File: src/design/ewp_pkg.sv
// Shared types, codes and helper function of the perspective-correct edge walker.
package ewp_pkg;

    localparam int unsigned DATA_W = 32;
    localparam int unsigned ROW_W = 16;
    localparam int unsigned FRAC_W = 16;
    localparam int unsigned S_TDATA_W = 7 * DATA_W;
    localparam int unsigned M_TDATA_W = 4 * DATA_W + 2 * ROW_W;
    localparam int unsigned CFG_INDEX_W = 3;

    localparam int unsigned DIV_STEPS = 49;
    localparam int unsigned DIV_CNT_W = 6;
    localparam logic [DIV_CNT_W-1:0] DIV_LAST = DIV_CNT_W'(DIV_STEPS - 1);

    localparam logic [CFG_INDEX_W-1:0] CFG_U_GRAD_DX = 3'd0;
    localparam logic [CFG_INDEX_W-1:0] CFG_U_GRAD_DY = 3'd1;
    localparam logic [CFG_INDEX_W-1:0] CFG_V_GRAD_DX = 3'd2;
    localparam logic [CFG_INDEX_W-1:0] CFG_V_GRAD_DY = 3'd3;
    localparam logic [CFG_INDEX_W-1:0] CFG_W_GRAD_DX = 3'd4;
    localparam logic [CFG_INDEX_W-1:0] CFG_W_GRAD_DY = 3'd5;

    typedef logic [1:0] chan_t;
    localparam chan_t CH_U = 2'd0;
    localparam chan_t CH_V = 2'd1;
    localparam chan_t CH_W = 2'd2;

    localparam logic REQ_SETUP = 1'b0;
    localparam logic REQ_STEP = 1'b1;

    typedef enum logic [3:0] {
        ST_IDLE,
        ST_STEP,
        ST_PRE,
        ST_DIV,
        ST_SLOPE,
        ST_MUL_X,
        ST_ACC_X,
        ST_MUL_GX,
        ST_ACC_GX,
        ST_MUL_GY,
        ST_ACC_GY,
        ST_MUL_GS,
        ST_ACC_GS,
        ST_WRITE
    } state_t;

    typedef enum logic [1:0] {
        MSEL_YPRE_SLOPE,
        MSEL_GDX_XPRE,
        MSEL_GDY_YPRE,
        MSEL_GDX_SLOPE
    } mul_sel_t;

    typedef enum logic [2:0] {
        ACC_NONE,
        ACC_X,
        ACC_GX,
        ACC_GY,
        ACC_GS
    } acc_op_t;

    typedef struct packed {
        logic     capture;
        logic     pre;
        logic     div_step;
        logic     slope_load;
        logic     mul_en;
        mul_sel_t mul_sel;
        acc_op_t  acc_op;
        chan_t    chan;
        logic     row_step;
        logic     out_load;
    } cmd_t;

    typedef struct packed {
        logic out_free;
    } status_t;

    function automatic logic signed [DATA_W-1:0] sat32(input logic signed [63:0] v);
        logic signed [63:0] max_v;
        logic signed [63:0] min_v;
        max_v = 64'sh0000_0000_7FFF_FFFF;
        min_v = -64'sh0000_0000_8000_0000;
        if (v > max_v) begin
            return 32'sh7FFF_FFFF;
        end else if (v < min_v) begin
            return 32'sh8000_0000;
        end
        return v[DATA_W-1:0];
    endfunction

endpackage

File: src/design/ewp_ctrl.sv
// Sequencer of the edge walker: accepts transactions and issues datapath commands.
module ewp_ctrl (
    input  logic              aclk,
    input  logic              aresetn,
    input  logic              s_tvalid,
    output logic              s_tready,
    input  logic              s_tuser,
    input  ewp_pkg::status_t  status,
    output ewp_pkg::cmd_t     cmd
);

    ewp_pkg::state_t                 state_reg;
    ewp_pkg::state_t                 state_next;
    logic [ewp_pkg::DIV_CNT_W-1:0]   div_cnt_reg;
    logic [ewp_pkg::DIV_CNT_W-1:0]   div_cnt_next;
    ewp_pkg::chan_t                  chan_reg;
    ewp_pkg::chan_t                  chan_next;

    always_ff @(posedge aclk) begin
        if (!aresetn) begin
            state_reg <= ewp_pkg::ST_IDLE;
            div_cnt_reg <= '0;
            chan_reg <= ewp_pkg::CH_U;
        end else begin
            state_reg <= state_next;
            div_cnt_reg <= div_cnt_next;
            chan_reg <= chan_next;
        end
    end

    always_comb begin
        state_next = state_reg;
        div_cnt_next = div_cnt_reg;
        chan_next = chan_reg;
        s_tready = 1'b0;
        cmd = '0;
        cmd.mul_sel = ewp_pkg::MSEL_YPRE_SLOPE;
        cmd.acc_op = ewp_pkg::ACC_NONE;
        cmd.chan = chan_reg;
        case (state_reg)
            ewp_pkg::ST_IDLE: begin
                s_tready = 1'b1;
                if (s_tvalid) begin
                    cmd.capture = 1'b1;
                    state_next = (s_tuser == ewp_pkg::REQ_STEP) ? ewp_pkg::ST_STEP
                                                               : ewp_pkg::ST_PRE;
                end
            end
            ewp_pkg::ST_STEP: begin
                cmd.row_step = 1'b1;
                state_next = ewp_pkg::ST_WRITE;
            end
            ewp_pkg::ST_PRE: begin
                cmd.pre = 1'b1;
                div_cnt_next = '0;
                chan_next = ewp_pkg::CH_U;
                state_next = ewp_pkg::ST_DIV;
            end
            ewp_pkg::ST_DIV: begin
                cmd.div_step = 1'b1;
                div_cnt_next = div_cnt_reg + 1'b1;
                if (div_cnt_reg == ewp_pkg::DIV_LAST) begin
                    state_next = ewp_pkg::ST_SLOPE;
                end
            end
            ewp_pkg::ST_SLOPE: begin
                cmd.slope_load = 1'b1;
                state_next = ewp_pkg::ST_MUL_X;
            end
            ewp_pkg::ST_MUL_X: begin
                cmd.mul_en = 1'b1;
                cmd.mul_sel = ewp_pkg::MSEL_YPRE_SLOPE;
                state_next = ewp_pkg::ST_ACC_X;
            end
            ewp_pkg::ST_ACC_X: begin
                cmd.acc_op = ewp_pkg::ACC_X;
                state_next = ewp_pkg::ST_MUL_GX;
            end
            ewp_pkg::ST_MUL_GX: begin
                cmd.mul_en = 1'b1;
                cmd.mul_sel = ewp_pkg::MSEL_GDX_XPRE;
                state_next = ewp_pkg::ST_ACC_GX;
            end
            ewp_pkg::ST_ACC_GX: begin
                cmd.acc_op = ewp_pkg::ACC_GX;
                state_next = ewp_pkg::ST_MUL_GY;
            end
            ewp_pkg::ST_MUL_GY: begin
                cmd.mul_en = 1'b1;
                cmd.mul_sel = ewp_pkg::MSEL_GDY_YPRE;
                state_next = ewp_pkg::ST_ACC_GY;
            end
            ewp_pkg::ST_ACC_GY: begin
                cmd.acc_op = ewp_pkg::ACC_GY;
                state_next = ewp_pkg::ST_MUL_GS;
            end
            ewp_pkg::ST_MUL_GS: begin
                cmd.mul_en = 1'b1;
                cmd.mul_sel = ewp_pkg::MSEL_GDX_SLOPE;
                state_next = ewp_pkg::ST_ACC_GS;
            end
            ewp_pkg::ST_ACC_GS: begin
                cmd.acc_op = ewp_pkg::ACC_GS;
                if (chan_reg == ewp_pkg::CH_W) begin
                    state_next = ewp_pkg::ST_WRITE;
                end else begin
                    chan_next = chan_reg + 1'b1;
                    state_next = ewp_pkg::ST_MUL_GX;
                end
            end
            ewp_pkg::ST_WRITE: begin
                if (status.out_free) begin
                    cmd.out_load = 1'b1;
                    state_next = ewp_pkg::ST_IDLE;
                end
            end
            default: begin
                state_next = ewp_pkg::ST_IDLE;
            end
        endcase
    end

endmodule

File: config.mk
export PLATFORM = sky130hd
export DESIGN_NAME = ewp_ctrl
export DESIGN_NICKNAME = d
export VERILOG_FILES = /design/src/design/ewp_pkg.sv /design/src/design/ewp_ctrl.sv
export SDC_FILE = /design/constraint.sdc
export NUM_CORES = 1
export LEC_CHECK = 0
export BUFFER_PORTS_ARGS = -buffer_cell sky130_fd_sc_hd__buf_4
export CAP_MARGIN = 15
export CORE_MARGIN = 1
export CORE_UTILIZATION = 47
export CTS_CLUSTER_DIAMETER = 200
export CTS_CLUSTER_SIZE = 25
export DETAILED_ROUTE_END_ITERATION = 8
export PLACE_DENSITY_LB_ADDON = 0.25
export SLEW_MARGIN = 20
export SYNTH_ARGS = -nofsm -noshare
export SYNTH_HDL_FRONTEND = slang
export SYNTH_SLANG_ARGS = --single-unit
File: constraint.sdc
create_clock -name aclk -period 1.3 [get_ports aclk]
set_input_delay 0.065 -clock aclk [delete_from_list [all_inputs] [get_ports aclk]]
set_output_delay 0.065 -clock aclk [all_outputs]
set_load 0.005 [all_outputs]
==> metrics.txt, run 1 <==
post-route ant nets=0; CP max FO=2; number of enable flip-flop cells after synthesis=0; syn nets=118; Vias/cell=5.63; max reg flops=6; # rows=15; Final WS setup=-63.7 ps; unrepaired setup endpoints after global routing=yes; failing checks=negative setup slack; Layout Cells excl Fill=approximately 180; Layout fillers=106; vias in the first global route=839; Clock Tree Buf Depth=2; Cell Area, Synth=851 µm²; Tot GR Track Use=0.257; Placed Cells=approximately 160; worst r2r dst=chan_reg[1]; clk sinks=12; asr flop ratio synth=0; Clk pin slew, worst setup/hold paths=80 ps; VDD IR max=1.59 mV; hold depth=2; run status=finished with violations; DPL Wire Length=roughly 1600 µm; Maximum Capacitance Violations=0; via count=985; Worst R2R Path Depth=6; Root Buffer=clkbuf_4; Synth Register Bits=12; register-to-register setup slack=-60 ps; DIE AREA=1980 µm²; # IOs=20; pre-CTS WS=-74.3 ps; drt first pass iters=4; Post-route DRC=0; fmax=733 MHz; first-pass GRT wire length=around 3800 µm; register area=approximately 250 µm²; synth unique cells=38; min Tclk post-route=1360 ps; CTS Buf Count=3; Worst Path Class, Setup=reg -> reg; Final Slew Violations=0; # hold bufs at CTS=0; sequential area share after synthesis=0.282; Setup Skew=8.54 ps; initial antenna violation count=0; routed wire length=2600 µm; Final Cycle Share=1.05; # setup viols final=7; share of cells above drive strength 1=0.553; Skew-Pair Late Insertion Delay=280 ps; ant diodes=0; Starting Density=0.498; final hold slack=87.7 ps; Routed WL per cell=14.9 µm; Core Area=between 1500 and 2000 µm²; area delta synth->final=65.4%; largest net degree at the start of global routing=13; CP Capture Type=register; Syn Area/Cell=7.73 µm²; ys flop type=dfxtp_1; Port Buffers=19; Die X-Extent=44.5 µm; Reg-to-Reg Start=chan_reg[0]; Multi-input gate area=689 µm²; htree depth=1; gpl congestion=0.827; Layout Nets=159; Rel. slew slack=0.796; power density over the cells=~2000 nW/µm²; Syn. warnings=0; leakage dissipation=0.000565 µW; Fin. Hold Viols=0; CP Data Required Time=1470 ps; Die Ht=44.5 µm; drt first-iter violations=28; CTS tree=built; HP Class=in -> reg; startpoint types=register; Slew @ Worst Pin=305 ps; worst hold endpoint=state_reg[3]; Hold Crit Start=aresetn; aggregate global routing overflow=0; Syn Inst Count=110; Data arrival, critical path=1540 ps
repair_timing:
action / 4_1_cts / 5_1_grt
pin swaps: 8 / 7
gates cloned: 0 / 1
endpoints found under the hold margin: 0 / 0
gates resized for setup: 28 / 21
setup buffers: 7 / 2
setup endpoints to repair: 16 / 23
cells in the final DEF, fill, tap and decap left out, types with 2 or more instances in the layout:
cell       n
o31a_1     2
dfxtp_4    2
buf_8      2
nand2b_4   2
a21boi_1   2
nor2_4     2
o21ai_1    4
nand2_1    5
nor3_1     2
nor4_1     2
nand2_2    3
nand2b_1   2
buf_6      8
inv_2      3
nor3b_2    2
buf_4     32
nor2_1     6
mux2i_1    2
nor2b_1    5
dfxtp_1    6
inv_1      4
o21ai_0    3
clkbuf_4   3
a21oi_1    4
nor3_2     6
ha_1       2
dfxtp_2    4
cell usage after synthesis (2+ instances only):
library cell	instances	area [µm²]
dfxtp_1	12	240
nor2_1	9	33.8
nand2_1	8	30.0
nor3_1	8	40.0
nor2b_1	6	37.5
inv_1	5	18.8
a21oi_1	4	20.0
buf_2	4	20.0
nand2b_1	4	25.0
o21ai_1	4	20.0
clkbuf_1	3	11.3
ha_1	3	37.5
inv_2	3	11.3
o21ai_0	3	15.0
a211oi_1	2	15.0
a21boi_1	2	15.0
a41oi_1	2	17.5
mux2i_1	2	20.0
nand4bb_1	2	22.5
nor3b_1	2	15.0
nor4_1	2	12.5
o221ai_1	2	17.5
o31a_1	2	17.5
xnor2_1	2	17.5
critical path, stage by stage, from the launching register on:
cell and delay [ps]:
dfxtp_2 340, inv_2 50, ha_4 150, nand4bb_4 230, a21oi_4 200, mux2i_1 220
nor2b_1 60
worst max-delay path by stage:
| stage | start | to | slack, ps | depth (start not counted) |
|---|---|---|---|---|
| final | chan_reg[0] | chan_reg[1] | -60 | 6 |
| after detailed placement | chan_reg[0] | chan_reg[0] | -70 | 6 |
| after CTS | state_reg[2] | cmd[13] | -90 | 7 |
| after global placement | chan_reg[0] | chan_reg[1] | -1 | 6 |
| after global routing | chan_reg[0] | chan_reg[1] | -90 | 6 |
| after floorplan | state_reg[2] | chan_reg[0] | -50 | 5 |
metrics by stage:
step / setup TNS [ps] / util / instance area, µm² / power [µW]
finish: -198 / 0.824 / 1410 / 2880
global route: -1010 / 0.824 / 1410 / 3040
CTS: -343 / 0.768 / 1310 / 2610
detailed placement: -145 / 0.648 / 1110 / 1880
global placement: -0.963 / 0.648 / 1110 / 1850
floorplan: -108 / - / 858 / 1330
cells by family after synthesis:
logic type                 after synthesis  share of synthesized area
muxes                                    2                     0.0235
buffers and inverters                   15                     0.0721
adders and majority gates                3                     0.0441
AOI/OAI and AO/OA                       27                      0.228
DFF                                     12                      0.282
xor gates and xnor gates                 3                     0.0309
and+or+nand+nor                         48                      0.319
per-layer routing:
metal | track usage | routed length (µm)
met5 | 0 | 0
met4 | 0.0364 | 0
met3 | 0.0653 | 110
met2 | 0.435 | 1350
met1 | 0.335 | 1140
power by group:
part / switching [µW] / leakage [µW] / internal [µW]
registers: 91.5 / 0.000101 / 458
clock network: 130 / 0.0000210 / 170
logic: 936 / 0.000443 / 1090
final cells by class:
type | count | area share
clock buffer | 4 | 0.0258
inverter | 8 | 0.0231
tap | 25 | 0.0222
multi-input combinational | 83 | 0.490
timing repair buffer | 43 | 0.260
sequential | 12 | 0.180
No activity file was read; power rests on OpenSTA's default activity.
==> run 2: changes to the inputs <==
--- a/config.mk
+++ b/config.mk
@@ -7,8 +7,10 @@
 export LEC_CHECK = 0
 export BUFFER_PORTS_ARGS = -buffer_cell sky130_fd_sc_hd__buf_4
 export CAP_MARGIN = 15
+export CELL_PAD_IN_SITES_DETAIL_PLACEMENT = 1
+export CELL_PAD_IN_SITES_GLOBAL_PLACEMENT = 2
 export CORE_MARGIN = 1
-export CORE_UTILIZATION = 47
+export CORE_UTILIZATION = 26
 export CTS_CLUSTER_DIAMETER = 200
 export CTS_CLUSTER_SIZE = 25
 export DETAILED_ROUTE_END_ITERATION = 8
==> run 2 against run 1 <==
Net effect:
- the run still ends with negative setup slack left
- power up 12%
- setup slack worse by 53 ps
- combinational power up 16%
- worst hold slack worse by 7.3 ps
- register-to-register slack worse by 50 ps
- critical endpoint is now state_reg[1]
- count of clock-buffer cells in the layout unchanged
- maximum frequency down 3.8%
- highest routed layer is now met4
==> metrics.txt, run 2 (same netlist as run 1, synthesis figures left out) <==
hold depth=3; htree depth=1; clk sinks=12; power density over the cells=about 2100 nW/µm²; via count=1,025; leakage dissipation=between 0.0006 and 0.0007 µW; CP Capture Type=register; # IOs=20; max reg flops=6; Worst Path Class, Setup=reg -> reg; Slew @ Worst Pin=405 ps; post-route ant nets=0; CP Data Required Time=~1500 ps; initial antenna violation count=0; Root Buffer=clkbuf_4; worst path cell trace=buf_8, nor2_4, nand2_2, buf_4, o221ai_1, o21ai_1; Worst R2R Path Depth=6; Crit path max-delay family=compound AO/OA/AOI/OAI gates; DPL Wire Length=between 1500 and 2000 µm; Starting Density=0.276; CP bufs+invs=2; startpoint types=register; Tot GR Track Use=0.177; # rows=20; # hold bufs at CTS=0; Core Area=about 3100 µm²; Final Cycle Share=1.09; CP max-delay cell=dfxtp_4; worst stage delay on the critical path=380 ps; Clock Tree Buf Depth=2; gpl congestion=approximately 0.73; failing checks=negative setup slack; Rel. slew slack=0.730; aggregate global routing overflow=0; Setup Skew=6.32 ps; Data arrival, critical path=1580 ps; drt first pass iters=4; final hold slack=a little over 80 ps; most frequent cells in the layout=43 x buf_4, 9 x buf_6, 7 x dfxtp_1, 6 x nor3_2, 6 x nor2_1; Layout Nets=172; HP Class=in -> reg; Post-route DRC=0; CTS Buf Count=3; DIE AREA=3510 µm²; Final WS setup=-117 ps; Skew-Pair Late Insertion Delay=just under 300 ps; drt first-iter violations=24; Die X-Extent=59.2 µm; pre-CTS WS=-83.8 ps; unrepaired setup endpoints after global routing=yes; Clk pin slew, worst setup/hold paths=90 ps; routed wire length=3280 µm; Maximum Capacitance Violations=0; Die Ht=59.2 µm; CP max FO=6; Port Buffers=19; min Tclk post-route=1420 ps; vias in the first global route=1,008; area delta synth->final=81.5%; largest net degree at the start of global routing=13; VDD IR max=about 0.9 mV; Fin. Hold Viols=0; CTS tree=built; run status=finished with violations; Routed WL per cell=15.8 µm; fmax=706 MHz; Final Slew Violations=0; Critical Path Stages=6; share of cells above drive strength 1=0.571; ant diodes=0; # setup viols final=15; Vias/cell=4.95; most common cell after layout, fill and taps aside=buf_4; first-pass GRT wire length=4660 µm
==> run 2: path summary, 6_finish.rpt <==
kind	start	endpoint	slack [ps]
max	state_reg[2]	state_reg[1]	-120
min	aresetn	div_cnt_reg[5]	80
max reg2reg	state_reg[2]	state_reg[1]	-120
min reg2reg	div_cnt_reg[5]	div_cnt_reg[5]	500
==> run 2: cell type report <==
type / instances / area, µm²
clock buffer: 4 / 36.3
multi-input combinational: 83 / 692
tap: 44 / 55.1
timing repair buffer: 56 / 474
fill: 371 / 1530
sequential: 12 / 251
inverter: 8 / 35.0
==> run 2: where the power goes <==
| part | total (µW) | internal [µW] | switching [µW] |
|---|---|---|---|
| sequential | 556 | 458 | 97.5 |
| clock | 324 | 171 | 154 |
| combinational | 2350 | 1290 | 1060 |
==> run 2: through the flow <==
stage               instances  TNS (ps)  cell area [µm²]  total power [µW]   util
floorplan                 110      -108              858              1330      -
global placement          187     -18.1             1180              1960  0.382
detailed placement        187      -182             1180              1980  0.382
CTS                       202      -409             1410              2810  0.458
global route              207     -2060             1540              3420  0.502
finish                    207      -850             1540              3230  0.502
==> run 2: what timing repair did <==
action | CTS | global route
setup buffers | 11 | 4
pin swaps | 4 | 12
gates cloned | 0 | 1
resized for setup | 30 | 23
setup endpoints to repair | 16 | 23
==> run 2: layer usage <==
| layer | up-vias | share of wire | GRT usage |
|---|---|---|---|
| li1 | 498 | - | - |
| met1 | 509 | 0.40 | 0.201 |
| met2 | 14 | 0.57 | 0.327 |
| met3 | 4 | 0.026 | 0.0437 |
| met4 | 0 | 0.0098 | 0.0442 |
| met5 | - | 0 | 0 |
==> run 2: worst reg2reg max path, delay by kind of cell (launching register included) <==
family | cells | cell delay (ps)
buffers and inverters | 2 | 270
DFF | 1 | 380
AOI/OAI and AO/OA | 2 | 470
and+or+nand+nor | 2 | 180
==> run 3: changes to the inputs <==
--- a/config.mk
+++ b/config.mk
@@ -5,12 +5,13 @@
 export SDC_FILE = /design/constraint.sdc
 export NUM_CORES = 1
 export LEC_CHECK = 0
+export ABC_AREA = 1
 export BUFFER_PORTS_ARGS = -buffer_cell sky130_fd_sc_hd__buf_4
 export CAP_MARGIN = 15
 export CELL_PAD_IN_SITES_DETAIL_PLACEMENT = 1
 export CELL_PAD_IN_SITES_GLOBAL_PLACEMENT = 2
 export CORE_MARGIN = 1
-export CORE_UTILIZATION = 26
+export CORE_UTILIZATION = 24
 export CTS_CLUSTER_DIAMETER = 200
 export CTS_CLUSTER_SIZE = 25
 export DETAILED_ROUTE_END_ITERATION = 8
==> run 3 against run 2 <==
Net effect:
- the flow now finishes without violations
- cell count fell by 0.48%
- global-route usage fell by 2.8 points
- power fell by 31%
- combinational power fell by 41%
- via count fell by 11%
- critical endpoint unchanged
- critical path type unchanged
- clock power fell by 32%
- utilization fell by 14 points
- sequential power rose by 9.4%
- wire length fell by 28%
- synthesized area fell by 2.1%
==> metrics.txt, run 3 <==
Multi-input gate area=544 µm²; Yosys top cell area share=0.288; most frequent cells in the layout=28 x buf_4, 27 x nand2_1, 13 x inv_1, 12 x a21oi_1, 11 x nor2_1; Layout Nets=170; post-synthesis compound-gate area fraction=0.125; most common cell after layout, fill and taps aside=buf_4; Layout fillers=429; Vias/cell=4.44; Synth Register Bits=12; ys flop type=dfxtp_1; Skew-Pair Late Insertion Delay=260 ps; Root Buffer=clkbuf_4; max reg flops=6; Clock Tree Buf Depth=2; mux cell area share after synthesis=0; adder-cell share of the synthesized area=0.0450; power density over the cells=1840 nW/µm²; startpoint types=register; number of enable flip-flop cells after synthesis=0; sequential area share after synthesis=0.288; Worst Setup SP=chan_reg[0]; largest cells by area after synthesis=dfxtp_1 29%, nand2_1 14%, a21oi_1 7.2%, inv_1 7.2%, nor2_1 5.9%; vias in the first global route=879; share of cells above drive strength 1=0.419; Yosys top cell by area=dfxtp_1; synth unique cells=22; syn nets=136; unrepaired setup endpoints after global routing=yes; Post-synth top cells=31 x nand2_1, 16 x inv_1, 13 x nor2_1, 12 x a21oi_1, 12 x dfxtp_1; # IOs=20; routed wire length=2370 µm; run status=finished, final reports clean; Clk pin slew, worst setup/hold paths=about 70 ps; ant diodes=0; Core Area=between 3000 and 4000 µm²; drt first-iter violations=13; CP Data Required Time=1490 ps; Routed WL per cell=around 12 µm; top-count cell post-synth=nand2_1; DIE AREA=3710 µm²; Crit path max-delay family=simple AND/OR/NAND/NOR gates; worst stage delay on the critical path=340 ps; min Tclk post-route=1210 ps; VDD IR max=0.888 mV; Slew @ Worst Pin=228 ps; Reg-to-Reg Start=chan_reg[0]; CTS Buf Count=3; Post-route DRC=0; largest family of logic cells by synthesized area=simple AND/OR/NAND/NOR gates; Syn Area/Cell=6.51 µm²; area delta synth->final=44.1%; Synth Area in Simple Gates=0.432; Final Cycle Share=0.928; Power Total=2210 µW; initial antenna violation count=0; Placed Cells=199; register-to-register setup slack=90 ps; Final Slew Violations=0; CP bufs+invs=2; post-route ant nets=0; Data arrival, critical path=between 1000 and 1500 ps; leakage dissipation=approximately 0.00056 µW; CP max-delay cell=dfxtp_2; Final WS setup=between 90 and 100 ps; Worst Path Class, Setup=reg -> reg; DPL Wire Length=2030 µm; Rel. slew slack=0.847; largest net degree at the start of global routing=8; Die X-Extent=60.9 µm; Hold Crit Start=status; final hold slack=143 ps; Setup Skew=4.51 ps; Die Ht=60.9 µm; Port Buffers=19; # setup viols final=0; register area=approximately 260 µm²; HP Class=in -> reg; htree depth=1; worst path cell trace=inv_1, ha_2, nand3b_1, nand2_2, inv_2, nand2_1, nand2_1, a21oi_1; via count=~920; asr flop ratio synth=0; Synth Area in XOR/XNOR=0; Syn Inst Count=128; final setup TNS=0 ps; CP Capture Type=register; first-pass GRT wire length=4000 µm; fmax=829 MHz; Cell Area, Synth=833 µm²; Layout Cells excl Fill=206; CP max FO=3; pre-CTS WS=-46.6 ps; drt first pass iters=4; aggregate global routing overflow=0; CTS tree=built; Tot GR Track Use=0.149; Syn. warnings=0; Fin. Hold Viols=0; # rows=21; clk sinks=12; Most common cell on crit path=nand2_1; gpl congestion=0.782; Maximum Capacitance Violations=0; Starting Density=0.250
run 3: final timing paths:
| kind | cells past startpoint | endpoint |
|---|---|---|
| max | 8 | state_reg[1] |
| min | 4 | state_reg[2] |
| max reg2reg | 8 | state_reg[1] |
| min reg2reg | 2 | chan_reg[0] |
run 3: stage by stage:
step,util,cell area [µm²]
floorplan,-,833
global placement,0.323,1080
detailed placement,0.323,1080
global route,0.360,1200
CTS,0.342,1140
finish,0.360,1200
run 3: layer usage:
layer / part of all wire / global-route usage / vias up
met4: 0.0084 / 0.0584 / 0
met2: 0.48 / 0.240 / 16
li1: - / - / 474
met1: 0.48 / 0.198 / 423
met3: 0.032 / 0.0256 / 2
met5: 0 / 0 / -
run 3: cell families (layout without fill, tap and decap cells):
group	count (synthesis)	count (layout)
buffers and inverters	23	55
adders and majority gates	3	3
and+or+nand+nor	71	71
AOI/OAI and AO/OA	19	19
DFF	12	12
run 3: cell type report:
| class | instances | area share |
|---|---|---|
| clock buffers | 3 | 0.0188 |
| inverters | 22 | 0.0740 |
| multi-input cells | 93 | 0.453 |
| flip-flops and latches | 12 | 0.214 |
| well taps | 46 | 0.0479 |
| repair buffers | 30 | 0.193 |
run 3: power breakdown:
| group | leakage [µW] | internal (µW) | switching, µW |
|---|---|---|---|
| clock network | 0.0000138 | 107 | 112 |
| logic | 0.000442 | 631 | 756 |
| registers | 0.000101 | 465 | 143 |
| total | 0.000557 | 1200 | 1010 |
run 3: repair_timing:
item / in CTS / in global routing
hold buffers: 1 / 0
endpoints found under the setup margin: 11 / 12
pin swaps: 0 / 4
gates resized for setup: 9 / 19
buffers inserted: 2 / 1
hold endpoints to repair: 1 / 0
run 3: worst min-delay path, cell delays in order:
cell     delay (ps)
buf_4            80
inv_1            50
nand3_2         110
a21oi_1          70
